--- src/rtl/vrgt_pkg.sv ---
`timescale 1ns / 1ps
`default_nettype none

package vrgt_pkg;

  // header length of one game record
  localparam logic [5:0] HEADER_BYTES = 6'd43;

  // result byte kinds
  localparam logic [1:0] KIND_MAGIC  = 2'd0;
  localparam logic [1:0] KIND_HEADER = 2'd1;
  localparam logic [1:0] KIND_POS    = 2'd2;
  localparam logic [1:0] KIND_TERM   = 2'd3;

  // quotient width of the gini divide, one bit per iteration
  localparam int unsigned QUOT_W = 17;

  typedef enum logic [2:0] {
    PH_MAGIC    = 3'd0,
    PH_HEADER   = 3'd1,
    PH_BEST_LO  = 3'd2,
    PH_BEST_HI  = 3'd3,
    PH_SCORE_LO = 3'd4,
    PH_SCORE_HI = 3'd5,
    PH_COUNT    = 3'd6,
    PH_VISIT    = 3'd7
  } phase_e;

  // stream magic "MGC1"
  function automatic logic [7:0] magic_byte(input logic [1:0] idx);
    logic [7:0] r;
    unique case (idx)
      2'd0:    r = 8'h4D;
      2'd1:    r = 8'h47;
      2'd2:    r = 8'h43;
      default: r = 8'h31;
    endcase
    return r;
  endfunction

endpackage

`default_nettype wire

--- src/rtl/visit_record_gini_transcoder.sv ---
// each result byte is registered into the output slot once the slot is free;
// a final visit byte passes S_SQUARE, S_PREP and S_LOAD, a divide of 17 quotient bits
// (one quotient bit per cycle in a shared 34-bit compare/subtract) and a clamp step,
// both skipped for a zero visit sum, before its 6 result bytes leave, one per cycle
// when the sink is ready; one request at a time, bytes with no result keep it ready
// reset: asynchronous active low, next request emits the magic first
`timescale 1ns / 1ps
`default_nettype none

module visit_record_gini_transcoder import vrgt_pkg::*; (
  input  wire logic       clk_i,
  input  wire logic       rst_ni,
  input  wire logic       in_valid_i,
  output logic            in_ready_o,
  input  wire logic [7:0] in_byte_i,
  output logic            out_valid_o,
  input  wire logic       out_ready_i,
  output logic [7:0]      out_byte_o,
  output logic [1:0]      byte_kind_o,
  output logic            last_in_run_o
);

  typedef enum logic [3:0] {
    S_IDLE, S_MAGIC, S_HDR, S_TERM, S_SQUARE, S_PREP, S_LOAD, S_DIV, S_POS
  } state_e;

  state_e      state_q;
  phase_e      phase_q;
  logic [5:0]  hdr_left_q;
  logic [15:0] best_q;
  logic [15:0] score_q;
  logic [7:0]  moves_q;
  logic [15:0] sum_q;
  logic [23:0] sq_q;
  logic [7:0]  byte_q;      // latched request byte for the header copy
  logic [2:0]  cnt_q;       // emit index within a burst
  logic [4:0]  div_cnt_q;
  logic [31:0] den_q;       // s*s
  logic [31:0] diff_q;      // s*s - sumsq
  logic [32:0] rem_q;
  logic [QUOT_W-1:0] shf_q; // dividend low bits out the top, quotient bits in
  logic [15:0] q_q;

  logic        out_valid_q;
  logic [7:0]  out_byte_q;
  logic [1:0]  out_kind_q;
  logic        out_last_q;

  logic        in_fire;
  logic        slot_free;
  logic        clamp_step;
  logic        out_load;
  logic [5:0]  hdr_eff;
  logic [15:0] b_sq;
  logic [7:0]  moves_dec;
  logic [49:0] dividend;
  logic [32:0] div_d2;
  logic [33:0] div_trial;
  logic [33:0] div_diff;
  logic [7:0]  pos_byte;

  assign in_ready_o    = (state_q == S_IDLE);
  assign in_fire       = in_valid_i && in_ready_o;
  assign slot_free     = !out_valid_q || out_ready_i;
  assign out_valid_o   = out_valid_q;
  assign out_byte_o    = out_byte_q;
  assign byte_kind_o   = out_kind_q;
  assign last_in_run_o = out_last_q;

  // first cycle of a position burst after a divide latches the clamped quotient
  assign clamp_step = (state_q == S_POS) && (cnt_q == 3'd0) && (div_cnt_q == 5'(QUOT_W));

  // a result byte is written into the output slot this cycle
  assign out_load = slot_free && ((state_q == S_MAGIC) || (state_q == S_HDR) ||
                                  (state_q == S_TERM) || ((state_q == S_POS) && !clamp_step));

  // header countdown; the first request after reset opens a fresh header
  assign hdr_eff   = (phase_q == PH_MAGIC) ? HEADER_BYTES : hdr_left_q;
  assign b_sq      = {8'd0, in_byte_i} * {8'd0, in_byte_i};
  assign moves_dec = moves_q - 8'd1;

  // 2*65535*diff + den, formed as (diff << 17) - (diff << 1) + den
  assign dividend = {1'b0, diff_q, 17'd0} - {17'd0, diff_q, 1'b0} + {18'd0, den_q};

  // shared divide step: restoring, one quotient bit per cycle
  assign div_d2    = {den_q, 1'b0};
  assign div_trial = {rem_q, shf_q[QUOT_W-1]};
  assign div_diff  = div_trial - {1'b0, div_d2};

  always_comb begin
    unique case (cnt_q)
      3'd0:    pos_byte = best_q[7:0];
      3'd1:    pos_byte = best_q[15:8];
      3'd2:    pos_byte = score_q[7:0];
      3'd3:    pos_byte = score_q[15:8];
      3'd4:    pos_byte = q_q[7:0];
      default: pos_byte = q_q[15:8];
    endcase
  end

  always_ff @(posedge clk_i or negedge rst_ni) begin
    if (!rst_ni) begin
      state_q     <= S_IDLE;
      phase_q     <= PH_MAGIC;
      hdr_left_q  <= '0;
      best_q      <= '0;
      score_q     <= '0;
      moves_q     <= '0;
      sum_q       <= '0;
      sq_q        <= '0;
      byte_q      <= '0;
      cnt_q       <= '0;
      div_cnt_q   <= '0;
      den_q       <= '0;
      diff_q      <= '0;
      rem_q       <= '0;
      shf_q       <= '0;
      q_q         <= '0;
      out_valid_q <= 1'b0;
      out_byte_q  <= '0;
      out_kind_q  <= KIND_MAGIC;
      out_last_q  <= 1'b0;
    end else begin
      // slot reloads when a byte is written below, else drains once the sink took it
      if (out_load) begin
        out_valid_q <= 1'b1;
      end else if (out_valid_q && out_ready_i) begin
        out_valid_q <= 1'b0;
      end

      unique case (state_q)
        S_IDLE: begin
          if (in_fire) begin
            byte_q <= in_byte_i;
            cnt_q  <= '0;
            unique case (phase_q) inside
              PH_MAGIC, PH_HEADER: begin
                if (hdr_eff <= 6'd1) begin
                  hdr_left_q <= '0;
                  phase_q    <= PH_BEST_LO;
                end else begin
                  hdr_left_q <= hdr_eff - 6'd1;
                  phase_q    <= PH_HEADER;
                end
                state_q <= (phase_q == PH_MAGIC) ? S_MAGIC : S_HDR;
              end
              PH_BEST_LO: begin
                best_q[7:0] <= in_byte_i;
                phase_q     <= PH_BEST_HI;
              end
              PH_BEST_HI: begin
                best_q[15:8] <= in_byte_i;
                if ((in_byte_i == 8'd0) && (best_q[7:0] == 8'd0)) begin
                  // game over: terminator, then a new header
                  phase_q    <= PH_HEADER;
                  hdr_left_q <= HEADER_BYTES;
                  state_q    <= S_TERM;
                end else begin
                  phase_q <= PH_SCORE_LO;
                end
              end
              PH_SCORE_LO: begin
                score_q[7:0] <= in_byte_i;
                phase_q      <= PH_SCORE_HI;
              end
              PH_SCORE_HI: begin
                score_q[15:8] <= in_byte_i;
                phase_q       <= PH_COUNT;
              end
              PH_COUNT: begin
                moves_q <= in_byte_i;
                sum_q   <= '0;
                sq_q    <= '0;
                if (in_byte_i == 8'd0) begin
                  // no visits: position goes out with zero impurity
                  q_q     <= '0;
                  phase_q <= PH_BEST_LO;
                  state_q <= S_POS;
                end else begin
                  phase_q <= PH_VISIT;
                end
              end
              default: begin
                sum_q   <= sum_q + {8'd0, in_byte_i};
                sq_q    <= sq_q + {8'd0, b_sq};
                moves_q <= moves_dec;
                if (moves_dec == 8'd0) begin
                  phase_q <= PH_BEST_LO;
                  state_q <= S_SQUARE;
                end
              end
            endcase
          end
        end

        S_MAGIC: begin
          if (slot_free) begin
            out_byte_q  <= magic_byte(cnt_q[1:0]);
            out_kind_q  <= KIND_MAGIC;
            out_last_q  <= 1'b0;
            cnt_q       <= cnt_q + 3'd1;
            if (cnt_q == 3'd3) begin
              state_q <= S_HDR;
            end
          end
        end

        S_HDR: begin
          if (slot_free) begin
            out_byte_q  <= byte_q;
            out_kind_q  <= KIND_HEADER;
            out_last_q  <= 1'b1;
            state_q     <= S_IDLE;
          end
        end

        S_TERM: begin
          if (slot_free) begin
            out_byte_q  <= 8'd0;
            out_kind_q  <= KIND_TERM;
            out_last_q  <= (cnt_q == 3'd1);
            cnt_q       <= cnt_q + 3'd1;
            if (cnt_q == 3'd1) begin
              state_q <= S_IDLE;
            end
          end
        end

        S_SQUARE: begin
          den_q   <= {16'd0, sum_q} * {16'd0, sum_q};
          state_q <= S_PREP;
        end

        S_PREP: begin
          if ((den_q == 32'd0) || ({8'd0, sq_q} > den_q)) begin
            q_q     <= '0;
            cnt_q   <= '0;
            state_q <= S_POS;
          end else begin
            diff_q  <= den_q - {8'd0, sq_q};
            state_q <= S_LOAD;
          end
        end

        S_LOAD: begin
          // quotient stays below 2^17, so the upper part starts below 2*den
          rem_q     <= dividend[49:QUOT_W];
          shf_q     <= dividend[QUOT_W-1:0];
          div_cnt_q <= '0;
          state_q   <= S_DIV;
        end

        S_DIV: begin
          if (!div_diff[33]) begin
            rem_q <= div_diff[32:0];
            shf_q <= {shf_q[QUOT_W-2:0], 1'b1};
          end else begin
            rem_q <= div_trial[32:0];
            shf_q <= {shf_q[QUOT_W-2:0], 1'b0};
          end
          div_cnt_q <= div_cnt_q + 5'd1;
          if (div_cnt_q == 5'(QUOT_W - 1)) begin
            state_q <= S_POS;
            cnt_q   <= '0;
          end
        end

        S_POS: begin
          // clamp on the final quotient bit
          if (clamp_step) begin
            q_q       <= shf_q[QUOT_W-1] ? 16'hFFFF : shf_q[15:0];
            div_cnt_q <= '0;
          end else if (slot_free) begin
            out_byte_q  <= pos_byte;
            out_kind_q  <= KIND_POS;
            out_last_q  <= (cnt_q == 3'd5);
            cnt_q       <= cnt_q + 3'd1;
            if (cnt_q == 3'd5) begin
              state_q <= S_IDLE;
            end
          end
        end

        default: state_q <= S_IDLE;
      endcase
    end
  end

  // divide counter never runs past its last quotient bit
  assert property (@(posedge clk_i) disable iff (!rst_ni)
    state_q == S_DIV |-> div_cnt_q < 5'(QUOT_W))
    else $error("divide counter overran");

  // while a header is open there is always at least one byte left
  assert property (@(posedge clk_i) disable iff (!rst_ni)
    phase_q == PH_HEADER |-> hdr_left_q != 6'd0)
    else $error("open header with no bytes left");

  // magic bytes never close a request's burst
  assert property (@(posedge clk_i) disable iff (!rst_ni)
    out_valid_o && byte_kind_o == KIND_MAGIC |-> !last_in_run_o)
    else $error("magic byte marked last");

  // a position burst always leaves the parser waiting for the next best move
  assert property (@(posedge clk_i) disable iff (!rst_ni)
    state_q == S_POS |-> phase_q == PH_BEST_LO)
    else $error("position emitted from wrong phase");

endmodule

`default_nettype wire

--- config.mk ---
export PLATFORM = sky130hd
export DESIGN_NAME = visit_record_gini_transcoder
export DESIGN_NICKNAME = d
export VERILOG_FILES = /design/src/rtl/vrgt_pkg.sv /design/src/rtl/visit_record_gini_transcoder.sv
export SDC_FILE = /design/constraint.sdc
export NUM_CORES = 1
export LEC_CHECK = 0
export ABC_CLOCK_PERIOD_IN_PS = 15250
export BUFFER_PORTS_ARGS = -buffer_cell sky130_fd_sc_hd__buf_2
export CAP_MARGIN = 20
export CORE_UTILIZATION = 43
export DETAILED_ROUTE_END_ITERATION = 10
export PLACE_DENSITY = 0.68
export SLEW_MARGIN = 20
export SYNTH_ARGS = -nofsm -noshare
export SYNTH_HDL_FRONTEND = slang
export SYNTH_SLANG_ARGS = --single-unit
--- constraint.sdc ---
create_clock -name clk_i -period 15.25 [get_ports clk_i]
set_clock_uncertainty 0.15 [all_clocks]
set_input_delay 3.05 -clock clk_i [delete_from_list [all_inputs] [get_ports clk_i]]
set_output_delay 3.05 -clock clk_i [all_outputs]
set_load 0.005 [all_outputs]
==> results.cfg, run 1 <==
[route]
via_count = 22600
viasPerCell = 5.53
highest_layer = met4
firstDrtPassIters = 7
wl_um = 72200
wl_met1_um = 34800
ant_nets = 0
drt_iter0_markers = 1947
wl_met3_um = 4360
routedWlPerCell_um = 17.7
drc_errors = 0
wl_met2_um = 32000

[sta]
rsz0062_at_grt = no
finalMaxSlewViolations = 0
period_needed_ps = 7540
setup_tns_ps = 0
final_hold_viol_count = 0
finalCritPeriodShare_pct = 49.5
setup_viol = 0
relSlewSlack_pct = 34.7
timing.fmax_mhz = 133
tightest_slew_ps = 979

[critical_path]
critPathLaunchType = flip-flop
crit_chain = clkinv_1 > nor2_1 > inv_1 > fa_1 > fa_1 > inv_1 > ha_1 > fa_1 > fa_1 > inv_1 > fa_1 > inv_1 > ha_1 > a21o_1 > a21oi_1 > nand2_1 > a21o_1 > a311oi_1 > o211ai_1 > a21oi_1 > o21ai_0 > xnor2_1 > o21ai_0
slowest_stage = dfrtp_1
critPathRequiredTime_ps = 15510
crit_fanout = 15
end_kind = flip-flop
crit_top_cell = fa_1
slowest_delay_ps = 860
critical_path_arrival_ps = 7800
path_class = flip-flop to flip-flop

[cts]
clk_pin_slew_worst_paths_ps = 60
cts_tree = yes
clkSinkCount = 250
cts_made_buffers = 30
clk_latency_ps = 610
htree_levels = 1
cts-root-buf = clkbuf_16
cts_hold_buf = 0
clk_path_buf_depth = 3
post_cts_resized = 0
post-cts-setup-buffers = 0

[synth]
muxShareOfSynthArea_pct = 2.08
async_flop_share_pct = 100
synth_compound_area_share_pct = 18.8
synthTopCellsByCount = inv_1 (492), nand2_1 (380), ha_1 (279)
syn-cell-area_sq_mm = 0.0277
synth-xor-area-share_pct = 5.00
seq_area_frac_synth_pct = 22.6
syn_nets = 3789
ys_top_cells_by_area = dfrtp_1 (23%), fa_1 (16%), ha_1 (13%), inv_1 (6.7%), nand2_1 (5.2%)
yosys_register_bits = 250
synth-main-ff-cell = dfrtp_1
ys_warn_count = 0
syn_avg_cell_area_sq_um = 8.43
synth_top_area_share_pct = 22.6
post-synth-top-area-cell = dfrtp_1
yosys.area_share.adder_pct = 28.4
synthSimpleGateAreaFrac_pct = 14.2
synth_top_family_by_area = adder cells
synth_cell_types = 82
synth-edff-count = 0
synth_cells = 3280
yosysMostFrequentCell = inv_1

[worst_hold_path]
min-delay-path-class = flip-flop to flip-flop

[die]
rows = 92
initial_utilization_pct = 43.7
die_h_um = 256
dieArea_sq_mm = 0.0653
core_sq_mm = 0.0633
boundaryPins = 25
die_w_um = 256

[cells_and_area]
diodes = 0
nFillCells = 6190
final_util_pct = 46.7
multi_input_area_sq_mm = 0.0190
drive_gt1_share_pct = 4.86
final_nets = 3719
seqCellArea_sq_mm = 0.00626
synthToLayoutAreaGrowth_pct = 6.83
fin_area_sq_mm = 0.0295

[pwr]
ir_worst_vdd_v = 0.000236
total_power_w = 0.00623
power_density_mw_per_mm2 = 211
power_leakage_nw = 15.0

[grt]
grt_pass1_vias = 22000
grt.total_usage_pct = 22.1
antenna_found_initial = 1
grt_pass1_wl_um = 118000
grt_overflow = 0
grt_max_degree = 161

[placement]
portBuffers = 24
dp_hpwl_um = 55800
placed_area_sq_mm = 0.0285
gp_congestion = 0.952

[run_status]
status = completed

[run]
drv_cap = 0
critical path: cells and delay by family (launching register included):
family          cells  cell delay (ps)
buf+inv             5              900
xor+xnor            1              170
compound gates      8             1840
fa+ha+maj           7             3030
simple gates        2              390
flops               1              860
cell families (layout without fill, tap and decap cells):
| kind of cell | count (synthesis) | count (layout) |
|---|---|---|
| AO/OA/AOI/OAI | 831 | 831 |
| XOR/XNOR | 158 | 158 |
| adder cells (fa/ha/maj) | 497 | 497 |
| buffers and inverters | 640 | 592 |
| flip-flops | 250 | 250 |
| multiplexers | 54 | 54 |
| other | 2 | 2 |
| AND/OR/NAND/NOR | 848 | 848 |
flip-flops by register name, summed over array words and instances, names as in the netlist, 16 cells and up:
register,count
sum_q,16
q_q,16
best_q,16
score_q,16
sq_q,24
rem_q,33
den_q,31
shf_q,17
diff_q,32
path summary, 6_finish.rpt:
path	start	to	slack (ps)	cells past startpoint
max in group asynchronous	rst_ni	diff_q[26]	11250	2
worst min register to register	diff_q[12]	diff_q[12]	330	2
min in group asynchronous	rst_ni	moves_q[3]	2280	1
worst max register to register	sum_q[1]	den_q[26]	7710	23
worst min-delay path	diff_q[12]	diff_q[12]	330	2
worst max-delay path	sum_q[1]	den_q[26]	7710	23
power by group:
| part | internal [W] | switching, W | total, W |
|---|---|---|---|
| clock | 0.000486 | 0.000302 | 0.000787 |
| sequential | 0.000848 | 0.000249 | 0.00110 |
| combinational | 0.00176 | 0.00258 | 0.00434 |
routing by layer:
layer  up-vias  GRT usage (%)
li1      10900              -
met1     11000           32.7
met2       570           34.8
met3        68           2.55
met4         0           3.64
met5         -              0
final cells by class:
type	count	area share (%)
repair buffers	44	0.991
flip-flops and latches	250	21.2
well taps	846	3.58
inverters	494	6.28
multi-input cells	2390	64.3
clock buffers	39	2.82
clock inverters	15	0.856
stage by stage:
stage                     hold slack, ps  worst slack [ps]  std cells
after CTS                            334              7690       4078
after global placement               312              7210       4024
after detailed placement             321              7170       4024
final                                333              7710       4078
after global routing                 350              7380       4078
after floorplan                      296              7640       3280
layout by cell type (no fill, tap or decap), types with 44 or more instances in the layout:
cell     instances
a21o_1          85
fa_1           218
o21ai_0        251
inv_1          492
xor2_1          70
nand3_1         45
and2_1          73
nor2_1         138
dfrtp_1        249
a21oi_1        215
nor3_1          44
ha_1           279
xnor2_1         88
nand2_1        379
Power figures use the tool's default switching activity.
==> run 2: changes to the inputs <==
--- a/config.mk
+++ b/config.mk
@@ -5,12 +5,12 @@
 export SDC_FILE = /design/constraint.sdc
 export NUM_CORES = 1
 export LEC_CHECK = 0
-export ABC_CLOCK_PERIOD_IN_PS = 15250
+export ABC_CLOCK_PERIOD_IN_PS = 6650
 export BUFFER_PORTS_ARGS = -buffer_cell sky130_fd_sc_hd__buf_2
 export CAP_MARGIN = 20
 export CORE_UTILIZATION = 43
 export DETAILED_ROUTE_END_ITERATION = 10
-export PLACE_DENSITY = 0.68
+export PLACE_DENSITY = 0.7
 export SLEW_MARGIN = 20
 export SYNTH_ARGS = -nofsm -noshare
 export SYNTH_HDL_FRONTEND = slang
==> constraint.sdc (replaced) <==
create_clock -name clk_i -period 6.65 [get_ports clk_i]
set_clock_uncertainty 0.15 [all_clocks]
set_input_delay 1.33 -clock clk_i [delete_from_list [all_inputs] [get_ports clk_i]]
set_output_delay 1.33 -clock clk_i [all_outputs]
set_load 0.005 [all_outputs]
==> results.cfg, run 2 (synthesis results as in run 1) <==
[route]
drc_errors = 0
routedWlPerCell_um = 17.2
drt_iter0_markers = 1460
highest_layer = met4
wl_met2_um = 30700
wl_um = 70600
viasPerCell = 5.46
wl_met3_um = 4590
wl_met1_um = 33500
ant_nets = 0
firstDrtPassIters = 5
via_count = 22400

[cells_and_area]
drive_gt1_share_pct = 5.32
final_nets = 3739
largestRegisters = rem_q (33), diff_q (32), den_q (31)
largest_reg_flops = 33
synthToLayoutAreaGrowth_pct = 7.24
final_cell_mix = inv_1 (492), nand2_1 (379), ha_1 (279)
final-instance-count-excl-fill = 4101
max_flop_register = rem_q
final_common_cell = inv_1

[die]
rows = 92
initial_utilization_pct = 43.7
die_w_um = 256
die_h_um = 256
boundaryPins = 25
dieArea_sq_mm = 0.0653
core_sq_mm = 0.0633

[placement]
portBuffers = 24
gp_congestion = 0.971
dp_hpwl_um = 55800
dp_cells = 4043

[pwr]
power_density_mw_per_mm2 = 475
total_power_w = 0.0141
ir_worst_vdd_v = 0.000546
power_leakage_nw = 15.1

[sta]
rsz0062_at_grt = no
setup_viol = 0
timing.fmax_mhz = 159
finalCritPeriodShare_pct = 94.4
setup_tns_ps = 0
finalMaxSlewViolations = 0
tightest_slew_ps = 1030
final_hold_viol_count = 0
period_needed_ps = 6280
relSlewSlack_pct = 31.6

[cts]
cts_made_buffers = 30
cts-root-buf = clkbuf_16
htree_levels = 1
clk_latency_ps = 600
cts_tree = yes
clk_pin_slew_worst_paths_ps = 60
clk_path_buf_depth = 3
cts_hold_buf = 0
clkSinkCount = 250

[critical_path]
crit_fanout = 11
critPathLaunchType = flip-flop
crit_start = sum_q[5]
end_kind = flip-flop
path_class = flip-flop to flip-flop
r2r_start = sum_q[5]
critPathRequiredTime_ps = 6940
critical_path_arrival_ps = 6570

[run_status]
status = completed

[run]
drv_cap = 0

[grt]
grt_pass1_wl_um = 118000
grt_pass1_vias = 22200
grt_max_degree = 145
grt.total_usage_pct = 21.9
antenna_found_initial = 2
grt_overflow = 0

[worst_hold_path]
min-delay-path-class = flip-flop to flip-flop
hp-start = byte_q[7]
-- run 2: changes by cell type in the layout (fill, tap and decap cells not counted), moves of 2 or more --
cell       before  now
buf_4          19   38
clkbuf_1        4    9
clkinv_2        7    3
bufinv_16       6    4
diode_2         0    2
-- run 2: per-stage QoR --
| stage | worst slack, ps | util (%) | hold WS [ps] | instance area, sq um |
|---|---|---|---|---|
| 2_1_floorplan | 300 | - | 296 | 27700 |
| 3_3_place_gp | 357 | 45.2 | 307 | 28600 |
| 3_5_place_dp | 223 | 45.2 | 313 | 28600 |
| 4_1_cts | 195 | 46.8 | 327 | 29600 |
| 5_1_grt | 5.70 | 46.8 | 351 | 29700 |
| 6_report | 371 | 46.8 | 325 | 29700 |
-- run 2: power breakdown --
part           leakage (nW)  internal [W]  switching, W  total [W]
registers              3.02       0.00195      0.000485    0.00243
clock network         0.505       0.00105      0.000694    0.00174
logic                  11.5       0.00409       0.00582    0.00991
total                  15.1       0.00708       0.00700     0.0141
-- run 2: final timing paths --
check / to / slack [ps] / cells past startpoint
hold / removal: byte_q[7] / 320 / 2
max in group asynchronous: rem_q[18] / 4400 / 2
setup reg to reg: den_q[31] / 370 / 24
hold reg to reg: byte_q[7] / 320 / 2
setup / recovery: den_q[31] / 370 / 24
min in group asynchronous: moves_q[4] / 680 / 1
-- run 2: final cells by class --
| class | count | area, sq um |
|---|---|---|
| sequential | 250 | 6260 |
| clock inverter | 11 | 190 |
| tap | 846 | 1060 |
| antenna | 2 | 5.00 |
| clock buffer | 44 | 853 |
| timing repair buffer | 64 | 443 |
| fill | 6146 | 33700 |
| multi-input combinational | 2390 | 19000 |
| inverter | 494 | 1850 |
-- run 2: worst max-delay path, stage by stage (launching register included) --
cell	delay, ps
dfrtp_1	570
buf_4	250
and2_1	180
inv_1	60
fa_1	480
inv_1	60
fa_1	490
inv_1	50
fa_1	520
inv_1	50
fa_1	380
fa_1	510
inv_1	50
fa_1	470
inv_1	50
ha_1	330
nand2_1	140
o22ai_1	260
inv_1	90
o311ai_2	90
a31o_2	250
a31oi_1	130
o31ai_1	300
xnor2_1	150
o21ai_0	90
-- run 2: layer usage --
| layer | vias up | track usage [%] |
|---|---|---|
| li1 | 11000 | - |
| met1 | 10700 | 31.4 |
| met2 | 575 | 34.0 |
| met3 | 100 | 3.77 |
| met4 | 0 | 5.76 |
| met5 | - | 0 |
-- run 2: repair_timing --
item                                    CTS  global route
setup buffers                             0             0
resized for setup                         0             3
endpoints found under the setup margin    0             7
endpoints found under the hold margin     0             0
